==> config.mk <==
export PLATFORM = sky130hd
export DESIGN_NAME = bgtm_outq
export DESIGN_NICKNAME = d
export VERILOG_FILES = /design/src/hw/rtl/bgtm_pkg.sv /design/src/hw/rtl/bgtm_outq.sv
export SDC_FILE = /design/constraint.sdc
export NUM_CORES = 1
export LEC_CHECK = 0
export BUFFER_PORTS_ARGS = -buffer_cell sky130_fd_sc_hd__buf_2
export CORE_ASPECT_RATIO = 1.4
export CORE_MARGIN = 3
export CORE_UTILIZATION = 50
export CTS_CLUSTER_SIZE = 28
export DETAILED_ROUTE_END_ITERATION = 12
export HOLD_SLACK_MARGIN = 0.06
export PLACE_DENSITY = 0.73
export SKIP_CTS_REPAIR_TIMING = 1
export SYNTH_ARGS = -nofsm -noshare
export SYNTH_HDL_FRONTEND = slang
export SYNTH_SLANG_ARGS = --single-unit
==> constraint.sdc <==
create_clock -name clk -period 7 [get_ports clk]
set_clock_uncertainty 0.05 [all_clocks]
set_input_delay 0.35 -clock clk [delete_from_list [all_inputs] [get_ports clk]]
set_output_delay 0.35 -clock clk [all_outputs]
set_load 0.02 [all_outputs]
==> src/hw/rtl/bgtm_pkg.sv <==
// shared types, constants and helpers for the binary gradient template match block
package bgtm_pkg;

    localparam int MAX_WIDTH_DEF   = 1024;
    localparam int IMAGE_WIDTH_RST = 1024;
    localparam int MIN_WIDTH       = 8;
    localparam int WIN_SIZE        = 8;
    localparam int PLANES          = 4;
    localparam int PLANE_LSB       = 4;
    localparam int WORD_W          = 64;
    localparam int CNT_W           = 7;
    localparam int SUM_W           = 11;
    localparam int COEFF_W         = 32;
    localparam int SCORE_W         = 43;
    localparam int IMG_W_BITS      = 11;
    localparam int CFG_INDEX_W     = 3;
    localparam int CFG_DATA_W      = 64;
    localparam int ROWS_W          = 3;
    localparam logic [ROWS_W-1:0] ROWS_MAX = 3'd7;
    localparam int OUTQ_DEPTH      = 8;
    localparam int OUTQ_PTR_W      = $clog2(OUTQ_DEPTH);
    localparam int OUTQ_CNT_W      = $clog2(OUTQ_DEPTH + 1);

    typedef enum logic [CFG_INDEX_W-1:0] {
        REG_IMAGE_WIDTH     = 3'd0,
        REG_TEMPLATE_FIRST  = 3'd1,
        REG_TEMPLATE_SECOND = 3'd2,
        REG_COEFF_FIRST     = 3'd3,
        REG_COEFF_SECOND    = 3'd4
    } bgtm_reg_t;

    typedef struct packed {
        logic full;
        logic last;
    } bgtm_flags_t;

    typedef struct packed {
        logic [SCORE_W-1:0] score;
        logic               window_full;
        logic               row_end;
    } bgtm_result_t;

    typedef logic [PLANES-1:0][WORD_W-1:0] bgtm_win_t;
    typedef logic [PLANES-1:0][CNT_W-1:0]  bgtm_cnt_t;

    function automatic logic [CNT_W-1:0] count_ones64(input logic [WORD_W-1:0] v);
        logic [CNT_W-1:0] n;
        n = '0;
        for (int i = 0; i < WORD_W; i++)
        begin
            n = n + CNT_W'(v[i]);
        end
        return n;
    endfunction

endpackage

==> src/hw/rtl/bgtm_outq.sv <==
// result queue with credit count that gates the pixel input
module bgtm_outq (
    input  logic                   clk,
    input  logic                   rst_n,
    input  logic                   in_accept,
    output logic                   credit_ok,
    input  logic                   push,
    input  bgtm_pkg::bgtm_result_t push_data,
    output logic                   out_valid,
    input  logic                   out_ready,
    output bgtm_pkg::bgtm_result_t out_data
);
    import bgtm_pkg::*;

    bgtm_result_t            q_reg [OUTQ_DEPTH];
    logic [OUTQ_PTR_W-1:0]   wr_ptr_reg, rd_ptr_reg;
    logic [OUTQ_CNT_W-1:0]   fill_reg, fill_next;
    logic [OUTQ_CNT_W-1:0]   owed_reg, owed_next;
    logic                    pop;

    assign pop       = out_valid && out_ready;
    assign out_valid = fill_reg != '0;
    assign out_data  = q_reg[rd_ptr_reg];
    // beats in flight plus beats queued never exceed the queue depth
    assign credit_ok = owed_reg < OUTQ_CNT_W'(OUTQ_DEPTH);

    always_comb
    begin
        fill_next = fill_reg + OUTQ_CNT_W'(push) - OUTQ_CNT_W'(pop);
        owed_next = owed_reg + OUTQ_CNT_W'(in_accept) - OUTQ_CNT_W'(pop);
    end

    always_ff @(posedge clk or negedge rst_n)
    begin
        if (!rst_n)
        begin
            wr_ptr_reg <= '0;
            rd_ptr_reg <= '0;
            fill_reg   <= '0;
            owed_reg   <= '0;
        end
        else
        begin
            fill_reg <= fill_next;
            owed_reg <= owed_next;
            if (push)
            begin
                wr_ptr_reg <= (wr_ptr_reg == OUTQ_PTR_W'(OUTQ_DEPTH - 1)) ? '0
                                                                         : wr_ptr_reg + 1'b1;
            end
            if (pop)
            begin
                rd_ptr_reg <= (rd_ptr_reg == OUTQ_PTR_W'(OUTQ_DEPTH - 1)) ? '0
                                                                         : rd_ptr_reg + 1'b1;
            end
        end
    end

    always_ff @(posedge clk)
    begin
        if (push)
        begin
            q_reg[wr_ptr_reg] <= push_data;
        end
    end

endmodule

==> flow_summary_export.csv <==
group,metric,value,unit
run_status,status,"completed",
global_route,grt_first_pass_wirelength,40740,µm
setup_path,critPathLaunchType,"flip-flop",
sta,relSlewSlack,0.3044,
floorplan,die_area,30760,µm²
synthesis,synth.avg_cell_area,24.05,µm²
setup_path,path_cells,"buf_4 > mux4_2 > mux2_2 > buf_2",
sta,clock.fmax,0.2552,GHz
floorplan,die_w,149.1,µm
sta,drv_slew,0,
power,p_per_area,422.1,nW/µm²
cells_and_area,syn_to_final_growth,15.00,%
power,internal-power,4850,µW
worst_hold_path,hold_class,"input port to flip-flop",
synthesis,synth_cell_types,25,
sta,period_share,0.5598,
cts,clkTransAtPathRegs,60,ps
sta,hold_violations,0,
power,leakage,0.005456,µW
cells_and_area,nNetsFinal,794,
floorplan,fp-row-count,72,
setup_path,cp_max_fo,52,
cells_and_area,largest_reg_flops,360,
place,hpwl,14760,µm
cts,htreeDepth,2,
detailed_routing,wirelength,26930,µm
worst_hold_path,hold_depth,1,
detailed_routing,drt_first_pass_iters,4,
setup_path,slowest_delay,940,ps
setup_path,timing.rr.start,"fill_reg[2]$_DFF_PN0_",
detailed_routing,drc,0,
sta,worst_pin_slew,1043,ps
place,dp_slack,3498,ps
setup_path,crit_required,6600,ps
detailed_routing,wire_per_inst,23.90,µm
setup_path,cp_top_family,"buffers and inverters",
sta,fin_ws,3082,ps
power,swShare,0.3029,
floorplan,initial_core_util,0.5132,
place,placed_cells,1050,
cells_and_area,drive_gt1_frac,0.4151,
setup_path,cp.depth,4,
synthesis,yosys_warnings,0,
power,p_clk_frac,0.251,
floorplan,core,27930,µm²
cts,root_buffer,"clkbuf_16",
cts,cts_tree,"done",
floorplan,ioPinCount,97,
sta,finalSetupViolCount,0,
global_route,grt_antenna_before_repair,4,
synthesis,syn-cell-area,14330,µm²
cts,cts_buffers,35,
run,maxCapViolCount,0,
detailed_routing,drtIter0Drc,423,
cts,cts.path.max_buffers,3,
floorplan,die_h,206.3,µm
setup_path,end_kind,"output port",
power,irDropWorstVdd,0.3508,mV
setup_path,path_buf_inv,2,
place,io_buffers,96,
cts,clk_latency,500,ps
place,gp_congestion,0.6902,
synthesis,syn_nets,659,
setup_path,critPathKind,"flip-flop to output port",
setup_path,critPathSlowestCell,"dfrtp_4",
detailed_routing,num_vias,6303,
synthesis,ys_ff_latch,374,
cts,clock-sinks,374,
setup_path,crit_start,"rd_ptr_reg[0]$_DFFE_PN0P_",
global_route,gr-usage-all-layers,0.1789,
global_route,grt-ovfl-total,0,
power,p_switching,2108,µW
cells_and_area,fin_cells,1127,
synthesis,ys_seq_area_frac,0.7787,
detailed_routing,antenna_left,0,
setup_path,reg2reg_depth,9,
global_route,grt_pass1_vias,6885,
setup_path,worstPathArrival,3520,ps
sta,min_period,3918,ps
worst_hold_path,hp-start,"push_data[16]",
sta,rsz0062_at_grt,"no",
synthesis,synth_cells,596,
power,seqPwrFrac,0.437,
power,pwr-share-comb,0.312,
sta,fin_setup_tns,0,ps
detailed_routing,viasPerCell,5.593,
global_route,grt_max_degree,53,
power,power,6957,µW
-- final cells by class --
cell class | instances | area (µm²)
fill | 2004 | 11440
clock inverter | 15 | 101.3
antenna | 3 | 7.507
clock buffer | 45 | 955.9
sequential | 374 | 11170
inverter | 10 | 37.54
tap | 370 | 462.9
timing repair buffer | 123 | 718.2
multi-input combinational | 187 | 3029
-- Yosys cell counts --
| library cell | count | share of area |
|---|---|---|
| dfrtp_1 | 14 | 0.024 |
| a21o_1 | 2 | 0.0010 |
| mux2_2 | 51 | 0.040 |
| nor2_1 | 10 | 0.0026 |
| nand2_2 | 1 | 0.00044 |
| nand2b_1 | 3 | 0.0013 |
| buf_1 | 7 | 0.0018 |
| mux2i_1 | 1 | 0.00070 |
| mux4_2 | 90 | 0.14 |
| or2_2 | 2 | 0.00087 |
| clkbuf_1 | 7 | 0.0018 |
| fa_1 | 2 | 0.0028 |
| a21oi_1 | 2 | 0.00070 |
| inv_1 | 10 | 0.0026 |
| buf_6 | 8 | 0.0063 |
| buf_4 | 1 | 0.00052 |
| xnor2_1 | 5 | 0.0031 |
| buf_2 | 2 | 0.00070 |
| edfxtp_1 | 360 | 0.75 |
| nor2b_1 | 1 | 0.00044 |
| nand2_1 | 2 | 0.00052 |
| or3b_2 | 1 | 0.00061 |
| xor2_1 | 1 | 0.00061 |
| nor3_1 | 2 | 0.00070 |
| ha_1 | 11 | 0.0096 |
-- path summary, 6_finish.rpt --
kind	slack, ps	to
setup / recovery	3080	out_data[44]
max in group asynchronous	6400	rd_ptr_reg[0]$_DFFE_PN0P_
hold reg to reg	530	wr_ptr_reg[1]$_DFFE_PN0P_
setup reg to reg	4610	owed_reg[2]$_DFF_PN0_
min in group asynchronous	220	fill_reg[1]$_DFF_PN0_
hold / removal	60	q_reg[4][16]$_DFFE_PP_
-- layer usage --
metal | wire [µm] | track usage | up-vias | part of all wire
met5 | 13 | 0 | - | 0.00048
met4 | 423 | 0.05397 | 2 | 0.016
met3 | 1310 | 0.03839 | 24 | 0.049
met2 | 14830 | 0.3164 | 154 | 0.55
met1 | 10360 | 0.2229 | 3349 | 0.38
li1 | - | - | 2774 | -
-- power groups by stage --
stage          registers, µW  clock network, µW  logic (µW)
2_1_floorplan           2950                  0        1710
3_3_place_gp            3060                  0        2160
3_5_place_dp            3100                  0        2210
4_1_cts                 3050               1790        2220
5_1_grt                 3080               1880        2340
6_report                3040               1750        2170
-- cells in the final DEF (no fill, tap or decap), types with 2 or more instances in the layout --
master,netlist,final
nor2_1,10,4
nand2_1,2,2
nand2b_1,3,3
dfrtp_1,14,11
or2_2,2,2
clkinv_1,0,4
nor3_2,0,2
a21o_1,2,2
edfxtp_1,360,360
nor2_4,0,6
clkbuf_16,0,37
buf_4,1,13
ha_1,11,11
dlygate4sd3_1,0,14
xnor2_1,5,5
buf_2,2,96
dfrtp_4,0,2
inv_1,10,10
fa_1,2,2
mux4_2,90,90
clkinv_2,0,8
mux2_2,51,51
clkbuf_1,7,8
diode_2,0,3
a21oi_1,2,2
-- per-stage QoR --
| step | instance area, µm² | util | hold WS [ps] |
|---|---|---|---|
| 2_1_floorplan | 14330 | - | 4.409 |
| 3_3_place_gp | 15280 | 0.5470 | 204.0 |
| 3_5_place_dp | 15280 | 0.5470 | 217.9 |
| 4_1_cts | 16330 | 0.5849 | -329.2 |
| 5_1_grt | 16480 | 0.5901 | 60.71 |
| 6_report | 16480 | 0.5902 | 61.23 |
-- kinds of logic (layout without fill, tap and decap cells) --
family          after synthesis  after routing  synth area share
fa+ha+maj                    13             13           0.01240
xor+xnor                      6              6          0.003666
flops                       374            374            0.7787
simple gates                 22             22          0.007509
mux                         142            142            0.1822
other cells                   0              3                 0
compound gates                4              4          0.001746
buf+inv                      35            193           0.01379
No activity file was read; power rests on OpenSTA's default activity.
