### config.mk
export PLATFORM = sky130hd
export DESIGN_NAME = bgtm_score
export DESIGN_NICKNAME = d
export VERILOG_FILES = /design/src/hw/rtl/bgtm_pkg.sv /design/src/hw/rtl/bgtm_score.sv
export SDC_FILE = /design/constraint.sdc
export NUM_CORES = 2
export LEC_CHECK = 0
export ABC_AREA = 1
export BUFFER_PORTS_ARGS = -buffer_cell sky130_fd_sc_hd__buf_2
export CORE_MARGIN = 2
export CORE_UTILIZATION = 35
export CTS_BUF_LIST = sky130_fd_sc_hd__clkbuf_16
export CTS_CLUSTER_DIAMETER = 40
export DETAILED_ROUTE_END_ITERATION = 6
export HOLD_SLACK_MARGIN = 0.1
export PLACE_DENSITY_LB_ADDON = 0.25
export SLEW_MARGIN = 0
export SYNTH_ARGS = -nofsm -noshare
export SYNTH_HDL_FRONTEND = slang
export SYNTH_SLANG_ARGS = --single-unit
### constraint.sdc
create_clock -name clk -period 5.7 [get_ports clk]
set_clock_uncertainty 0.1 [all_clocks]
set_input_delay 1.14 -clock clk [delete_from_list [all_inputs] [get_ports clk]]
set_output_delay 1.14 -clock clk [all_outputs]
set_load 0.01 [all_outputs]
### src/hw/rtl/bgtm_pkg.sv
// shared types, constants and helpers for the binary gradient template match block
package bgtm_pkg;

    localparam int MAX_WIDTH_DEF   = 1024;
    localparam int IMAGE_WIDTH_RST = 1024;
    localparam int MIN_WIDTH       = 8;
    localparam int WIN_SIZE        = 8;
    localparam int PLANES          = 4;
    localparam int PLANE_LSB       = 4;
    localparam int WORD_W          = 64;
    localparam int CNT_W           = 7;
    localparam int SUM_W           = 11;
    localparam int COEFF_W         = 32;
    localparam int SCORE_W         = 43;
    localparam int IMG_W_BITS      = 11;
    localparam int CFG_INDEX_W     = 3;
    localparam int CFG_DATA_W      = 64;
    localparam int ROWS_W          = 3;
    localparam logic [ROWS_W-1:0] ROWS_MAX = 3'd7;
    localparam int OUTQ_DEPTH      = 8;
    localparam int OUTQ_PTR_W      = $clog2(OUTQ_DEPTH);
    localparam int OUTQ_CNT_W      = $clog2(OUTQ_DEPTH + 1);

    typedef enum logic [CFG_INDEX_W-1:0] {
        REG_IMAGE_WIDTH     = 3'd0,
        REG_TEMPLATE_FIRST  = 3'd1,
        REG_TEMPLATE_SECOND = 3'd2,
        REG_COEFF_FIRST     = 3'd3,
        REG_COEFF_SECOND    = 3'd4
    } bgtm_reg_t;

    typedef struct packed {
        logic full;
        logic last;
    } bgtm_flags_t;

    typedef struct packed {
        logic [SCORE_W-1:0] score;
        logic               window_full;
        logic               row_end;
    } bgtm_result_t;

    typedef logic [PLANES-1:0][WORD_W-1:0] bgtm_win_t;
    typedef logic [PLANES-1:0][CNT_W-1:0]  bgtm_cnt_t;

    function automatic logic [CNT_W-1:0] count_ones64(input logic [WORD_W-1:0] v);
        logic [CNT_W-1:0] n;
        n = '0;
        for (int i = 0; i < WORD_W; i++)
        begin
            n = n + CNT_W'(v[i]);
        end
        return n;
    endfunction

endpackage

### src/hw/rtl/bgtm_score.sv
// pipelined popcount, plane weighting, coefficient multiply and sum of the two template terms
module bgtm_score (
    input  logic                         clk,
    input  logic                         rst_n,
    input  logic                         win_valid,
    input  bgtm_pkg::bgtm_win_t          win,
    input  bgtm_pkg::bgtm_flags_t        win_flags,
    input  logic [bgtm_pkg::WORD_W-1:0]  template_first,
    input  logic [bgtm_pkg::WORD_W-1:0]  template_second,
    input  logic signed [bgtm_pkg::COEFF_W-1:0] coeff_first,
    input  logic signed [bgtm_pkg::COEFF_W-1:0] coeff_second,
    output logic                         res_valid,
    output bgtm_pkg::bgtm_result_t       res
);
    import bgtm_pkg::*;

    function automatic logic signed [SUM_W-1:0] plane_total(input bgtm_cnt_t a,
                                                            input bgtm_cnt_t w);
        logic signed [CNT_W+1:0] d;
        logic signed [SUM_W-1:0] t;
        t = '0;
        for (int p = 0; p < PLANES; p++)
        begin
            d = $signed({1'b0, a[p], 1'b0}) - $signed({2'b00, w[p]});
            t = t + (SUM_W'(d) <<< p);
        end
        return t;
    endfunction

    logic                      a_valid_reg;
    bgtm_cnt_t                 a_first_reg, a_second_reg, a_win_reg;
    bgtm_flags_t               a_flags_reg;

    logic                      b_valid_reg;
    logic signed [SUM_W-1:0]   b_first_reg, b_second_reg;
    bgtm_flags_t               b_flags_reg;

    logic                      c_valid_reg;
    logic signed [SCORE_W-1:0] c_first_reg, c_second_reg;
    bgtm_flags_t               c_flags_reg;

    logic                      d_valid_reg;
    bgtm_result_t              d_res_reg;

    bgtm_cnt_t                 a_first_next, a_second_next, a_win_next;

    always_comb
    begin
        for (int p = 0; p < PLANES; p++)
        begin
            a_first_next[p]  = count_ones64(template_first & win[p]);
            a_second_next[p] = count_ones64(template_second & win[p]);
            a_win_next[p]    = count_ones64(win[p]);
        end
    end

    always_ff @(posedge clk or negedge rst_n)
    begin
        if (!rst_n)
        begin
            a_valid_reg <= 1'b0;
            b_valid_reg <= 1'b0;
            c_valid_reg <= 1'b0;
            d_valid_reg <= 1'b0;
        end
        else
        begin
            a_valid_reg <= win_valid;
            b_valid_reg <= a_valid_reg;
            c_valid_reg <= b_valid_reg;
            d_valid_reg <= c_valid_reg;
        end
    end

    always_ff @(posedge clk)
    begin
        if (win_valid)
        begin
            a_first_reg  <= a_first_next;
            a_second_reg <= a_second_next;
            a_win_reg    <= a_win_next;
            a_flags_reg  <= win_flags;
        end
        if (a_valid_reg)
        begin
            b_first_reg  <= plane_total(a_first_reg, a_win_reg);
            b_second_reg <= plane_total(a_second_reg, a_win_reg);
            b_flags_reg  <= a_flags_reg;
        end
        if (b_valid_reg)
        begin
            c_first_reg  <= SCORE_W'(coeff_first) * SCORE_W'(b_first_reg);
            c_second_reg <= SCORE_W'(coeff_second) * SCORE_W'(b_second_reg);
            c_flags_reg  <= b_flags_reg;
        end
        if (c_valid_reg)
        begin
            d_res_reg.score       <= c_first_reg + c_second_reg;
            d_res_reg.window_full <= c_flags_reg.full;
            d_res_reg.row_end     <= c_flags_reg.last;
        end
    end

    assign res_valid = d_valid_reg;
    assign res       = d_res_reg;

endmodule

==> impl_metrics.xml <==
<?xml version="1.0" encoding="UTF-8"?>
<metrics>
  <group name="clock_network">
    <metric name="cts_made_buffers" unit="">40</metric>
    <metric name="cts_num_sinks" unit="">246</metric>
    <metric name="hold_buffers" unit="">0</metric>
    <metric name="clock_pin_slew_on_the_worst_setup_and_hold_paths" unit="ps">50</metric>
    <metric name="htree_num_levels" unit="">2</metric>
    <metric name="root_buffer" unit="">sky130_fd_sc_hd__clkbuf_16</metric>
    <metric name="clock_tree.buffer_depth" unit="">3</metric>
    <metric name="insertion_delay" unit="ps">570</metric>
    <metric name="cts_tree" unit="">yes</metric>
  </group>
  <group name="logic_synthesis">
    <metric name="synthesis.area_per_instance" unit="µm²">8.200</metric>
    <metric name="async_flop_share" unit="%">1.626</metric>
    <metric name="synth_area_leader_cell" unit="">sky130_fd_sc_hd__fa_1</metric>
    <metric name="synth_area" unit="mm²">0.06225</metric>
    <metric name="synth.area.top_cells" unit="">sky130_fd_sc_hd__fa_1 42%, sky130_fd_sc_hd__inv_1 14%, sky130_fd_sc_hd__nand2_1 12%, sky130_fd_sc_hd__edfxtp_1 12%, sky130_fd_sc_hd__ha_1 9.4%</metric>
    <metric name="ys_top_cells_by_count" unit="">2333 x sky130_fd_sc_hd__inv_1, 1938 x sky130_fd_sc_hd__nand2_1, 1301 x sky130_fd_sc_hd__fa_1</metric>
    <metric name="synth_edf_count" unit="">242</metric>
    <metric name="number_of_flip_flops_and_latches_in_the_synthesized_netlist" unit="">246</metric>
    <metric name="yosys_most_used_dff" unit="">sky130_fd_sc_hd__edfxtp_1</metric>
    <metric name="synth_top_area_share" unit="%">41.84</metric>
    <metric name="postSynthNetCount" unit="">9812</metric>
    <metric name="synth.most_common_cell" unit="">sky130_fd_sc_hd__inv_1</metric>
    <metric name="yosysUniqueCellTypes" unit="">39</metric>
    <metric name="synth_sequential_area_ratio" unit="%">11.83</metric>
    <metric name="count_of_yosys_warnings_during_synthesis" unit="">0</metric>
    <metric name="synthesis.instances" unit="">7591</metric>
  </group>
  <group name="final_layout">
    <metric name="num-nets-final" unit="">10880</metric>
    <metric name="finalInstanceArea" unit="mm²">0.07643</metric>
    <metric name="fin_cells" unit="">11060</metric>
    <metric name="num-fill-cells" unit="">17830</metric>
    <metric name="post_route_cells_drive_above_1_share" unit="%">21.78</metric>
    <metric name="register_area" unit="mm²">0.007372</metric>
    <metric name="area.growth.synth_to_final" unit="%">22.78</metric>
    <metric name="multiInputGateArea" unit="mm²">0.04736</metric>
    <metric name="max_ffs_per_register" unit="">45</metric>
  </group>
  <group name="flow_run">
    <metric name="timing.max_cap.violations" unit="">0</metric>
  </group>
  <group name="detailed_routing">
    <metric name="dr_total_vias" unit="">50350</metric>
    <metric name="firstDrtPassIters" unit="">5</metric>
    <metric name="number_of_nets_with_antenna_violations_after_detailed_routing" unit="">0</metric>
    <metric name="post_drt_wl_per_cell" unit="µm">19.40</metric>
    <metric name="finalWirelength" unit="µm">214700</metric>
    <metric name="drc" unit="">0</metric>
    <metric name="detail_route.iter0.violations" unit="">2903</metric>
    <metric name="vias_per_cell" unit="">4.551</metric>
  </group>
  <group name="worst_setup_path">
    <metric name="required" unit="ps">5930</metric>
    <metric name="worst_setup_path_startpoint" unit="">template_first[45]</metric>
    <metric name="rrSetupSlack" unit="ps">330</metric>
    <metric name="worstReg2RegEnd" unit="">c_first_reg[36]</metric>
    <metric name="setup.worst_path.start_class" unit="">input port</metric>
    <metric name="worst-path-max-fanout" unit="">4</metric>
    <metric name="crit_type" unit="">input port to register</metric>
    <metric name="setup.worst_path.end_class" unit="">register</metric>
    <metric name="critical_path_arrival" unit="ps">6660</metric>
    <metric name="r2r_start" unit="">b_first_reg[6]</metric>
    <metric name="ff2ff_path_depth" unit="">23</metric>
  </group>
  <group name="timing">
    <metric name="final.setup.worst_slack" unit="ps">-736.2</metric>
    <metric name="slew_violations" unit="">0</metric>
    <metric name="final-hold-violation-count" unit="">0</metric>
    <metric name="grt_setup_unrepaired" unit="">true</metric>
    <metric name="relSlewSlack" unit="%">21.10</metric>
    <metric name="slew_at_the_pin_with_the_worst_max_slew_slack" unit="ps">1183</metric>
    <metric name="setup_viol" unit="">81</metric>
    <metric name="layout_min_cycle_time" unit="ps">6436</metric>
    <metric name="timing.fmax" unit="MHz">155.4</metric>
    <metric name="final.period_utilization" unit="%">112.9</metric>
  </group>
  <group name="global_routing">
    <metric name="grt-ovfl-total" unit="">0</metric>
    <metric name="vias_in_the_first_global_route" unit="">54200</metric>
    <metric name="grt_first_pass_wirelength" unit="µm">327300</metric>
    <metric name="grt_max_degree" unit="">90</metric>
    <metric name="grt_antenna_before_repair" unit="">80</metric>
    <metric name="groute.usage.overall" unit="%">24.05</metric>
  </group>
  <group name="die">
    <metric name="placement_rows" unit="">154</metric>
    <metric name="die_area" unit="mm²">0.1812</metric>
    <metric name="num_io_pins" unit="">499</metric>
    <metric name="design.core.area" unit="mm²">0.1765</metric>
    <metric name="die-height" unit="µm">425.7</metric>
    <metric name="die-width" unit="µm">425.7</metric>
    <metric name="initial_core_util" unit="%">35.27</metric>
  </group>
  <group name="placement">
    <metric name="gp_routability_congestion" unit="">0.9863</metric>
    <metric name="place_hpwl" unit="µm">194300</metric>
    <metric name="placement.cell_area" unit="mm²">0.07292</metric>
    <metric name="dp_cells" unit="">10930</metric>
    <metric name="port_buffers" unit="">498</metric>
  </group>
  <group name="run_status">
    <metric name="violations" unit="">setup timing</metric>
    <metric name="outcome" unit="">complete, but fails checks</metric>
  </group>
  <group name="hold_path">
    <metric name="min-delay-path-class" unit="">input port to asynchronous set/reset pin</metric>
  </group>
</metrics>
==> routing by layer <==
metal	global-route usage (%)	wire (µm)
met1	28.13	83620
met5	0	256
met2	43.40	108100
met4	11.66	13700
met3	2.934	9045
==> cells by family after synthesis <==
logic type | count (synthesis) | synth area share (%)
flip-flops | 246 | 11.83
XOR/XNOR | 180 | 2.533
buffers and inverters | 2464 | 14.86
adder cells (fa/ha/maj) | 1768 | 51.23
AND/OR/NAND/NOR | 2536 | 16.08
AO/OA/AOI/OAI | 397 | 3.467
==> area by class of cell <==
cell class	count	share of cell area, %
inverters	2333	11.48
multi-input cells	4881	61.96
diodes	36	0.1179
well taps	2340	3.831
flip-flops and latches	246	9.645
clock inverters	34	0.4174
repair buffers	1154	11.24
clock buffers	40	1.310
==> repair_timing <==
item / 4_1_cts / 5_1_grt
cloned: 0 / 0
setup endpoints to repair: 84 / 101
gates resized for setup: 498 / 251
pin swaps: 205 / 151
buffers inserted: 16 / 12
==> critical path, stage by stage <==
cell,delay [ps]
sky130_fd_sc_hd__buf_4,130
sky130_fd_sc_hd__nand2_1,60
sky130_fd_sc_hd__inv_1,50
sky130_fd_sc_hd__fa_1,560
sky130_fd_sc_hd__inv_2,50
sky130_fd_sc_hd__fa_2,600
sky130_fd_sc_hd__fa_2,470
sky130_fd_sc_hd__fa_2,580
sky130_fd_sc_hd__fa_2,470
sky130_fd_sc_hd__fa_2,550
sky130_fd_sc_hd__fa_2,440
sky130_fd_sc_hd__fa_1,520
sky130_fd_sc_hd__inv_2,50
sky130_fd_sc_hd__ha_4,160
sky130_fd_sc_hd__fa_2,380
sky130_fd_sc_hd__a31oi_4,220
sky130_fd_sc_hd__o21ai_2,70
sky130_fd_sc_hd__a21o_1,150
==> cell usage in the layout (no fill, tap or decap), types with 203 or more instances in the layout <==
cell type	count
sky130_fd_sc_hd__fa_2	203
sky130_fd_sc_hd__inv_2	211
sky130_fd_sc_hd__buf_2	400
sky130_fd_sc_hd__fa_1	1098
sky130_fd_sc_hd__ha_1	433
sky130_fd_sc_hd__edfxtp_1	242
sky130_fd_sc_hd__nand2_1	1844
sky130_fd_sc_hd__a21oi_1	208
sky130_fd_sc_hd__buf_4	590
sky130_fd_sc_hd__nor2_1	328
sky130_fd_sc_hd__inv_1	2116
==> worst max-delay path by stage <==
stage	end	slack [ps]	cells past startpoint
2_1_floorplan	a_first_reg[27]	-810	17
3_3_place_gp	a_first_reg[27]	-1330	18
3_5_place_dp	a_first_reg[20]	-1430	20
4_1_cts	a_first_reg[27]	-640	18
5_1_grt	a_first_reg[27]	-790	18
6_report	a_first_reg[27]	-740	18
==> metrics by stage <==
step / utilization [%] / setup TNS [ps] / hold slack (ps) / setup WS [ps]
after global placement: 41.31 / -109240 / 304.2 / -1329
final: 43.30 / -38740 / 276.5 / -736.2
after floorplan: - / -43700 / 300.3 / -814.4
after detailed placement: 41.31 / -112720 / 306.5 / -1428
after global routing: 43.28 / -46310 / 261.9 / -785.6
after CTS: 42.81 / -35180 / 250.1 / -642.1
Power is not shown: default switching activity piles up to over one toggle a cycle in this logic, so the estimate is an artifact.
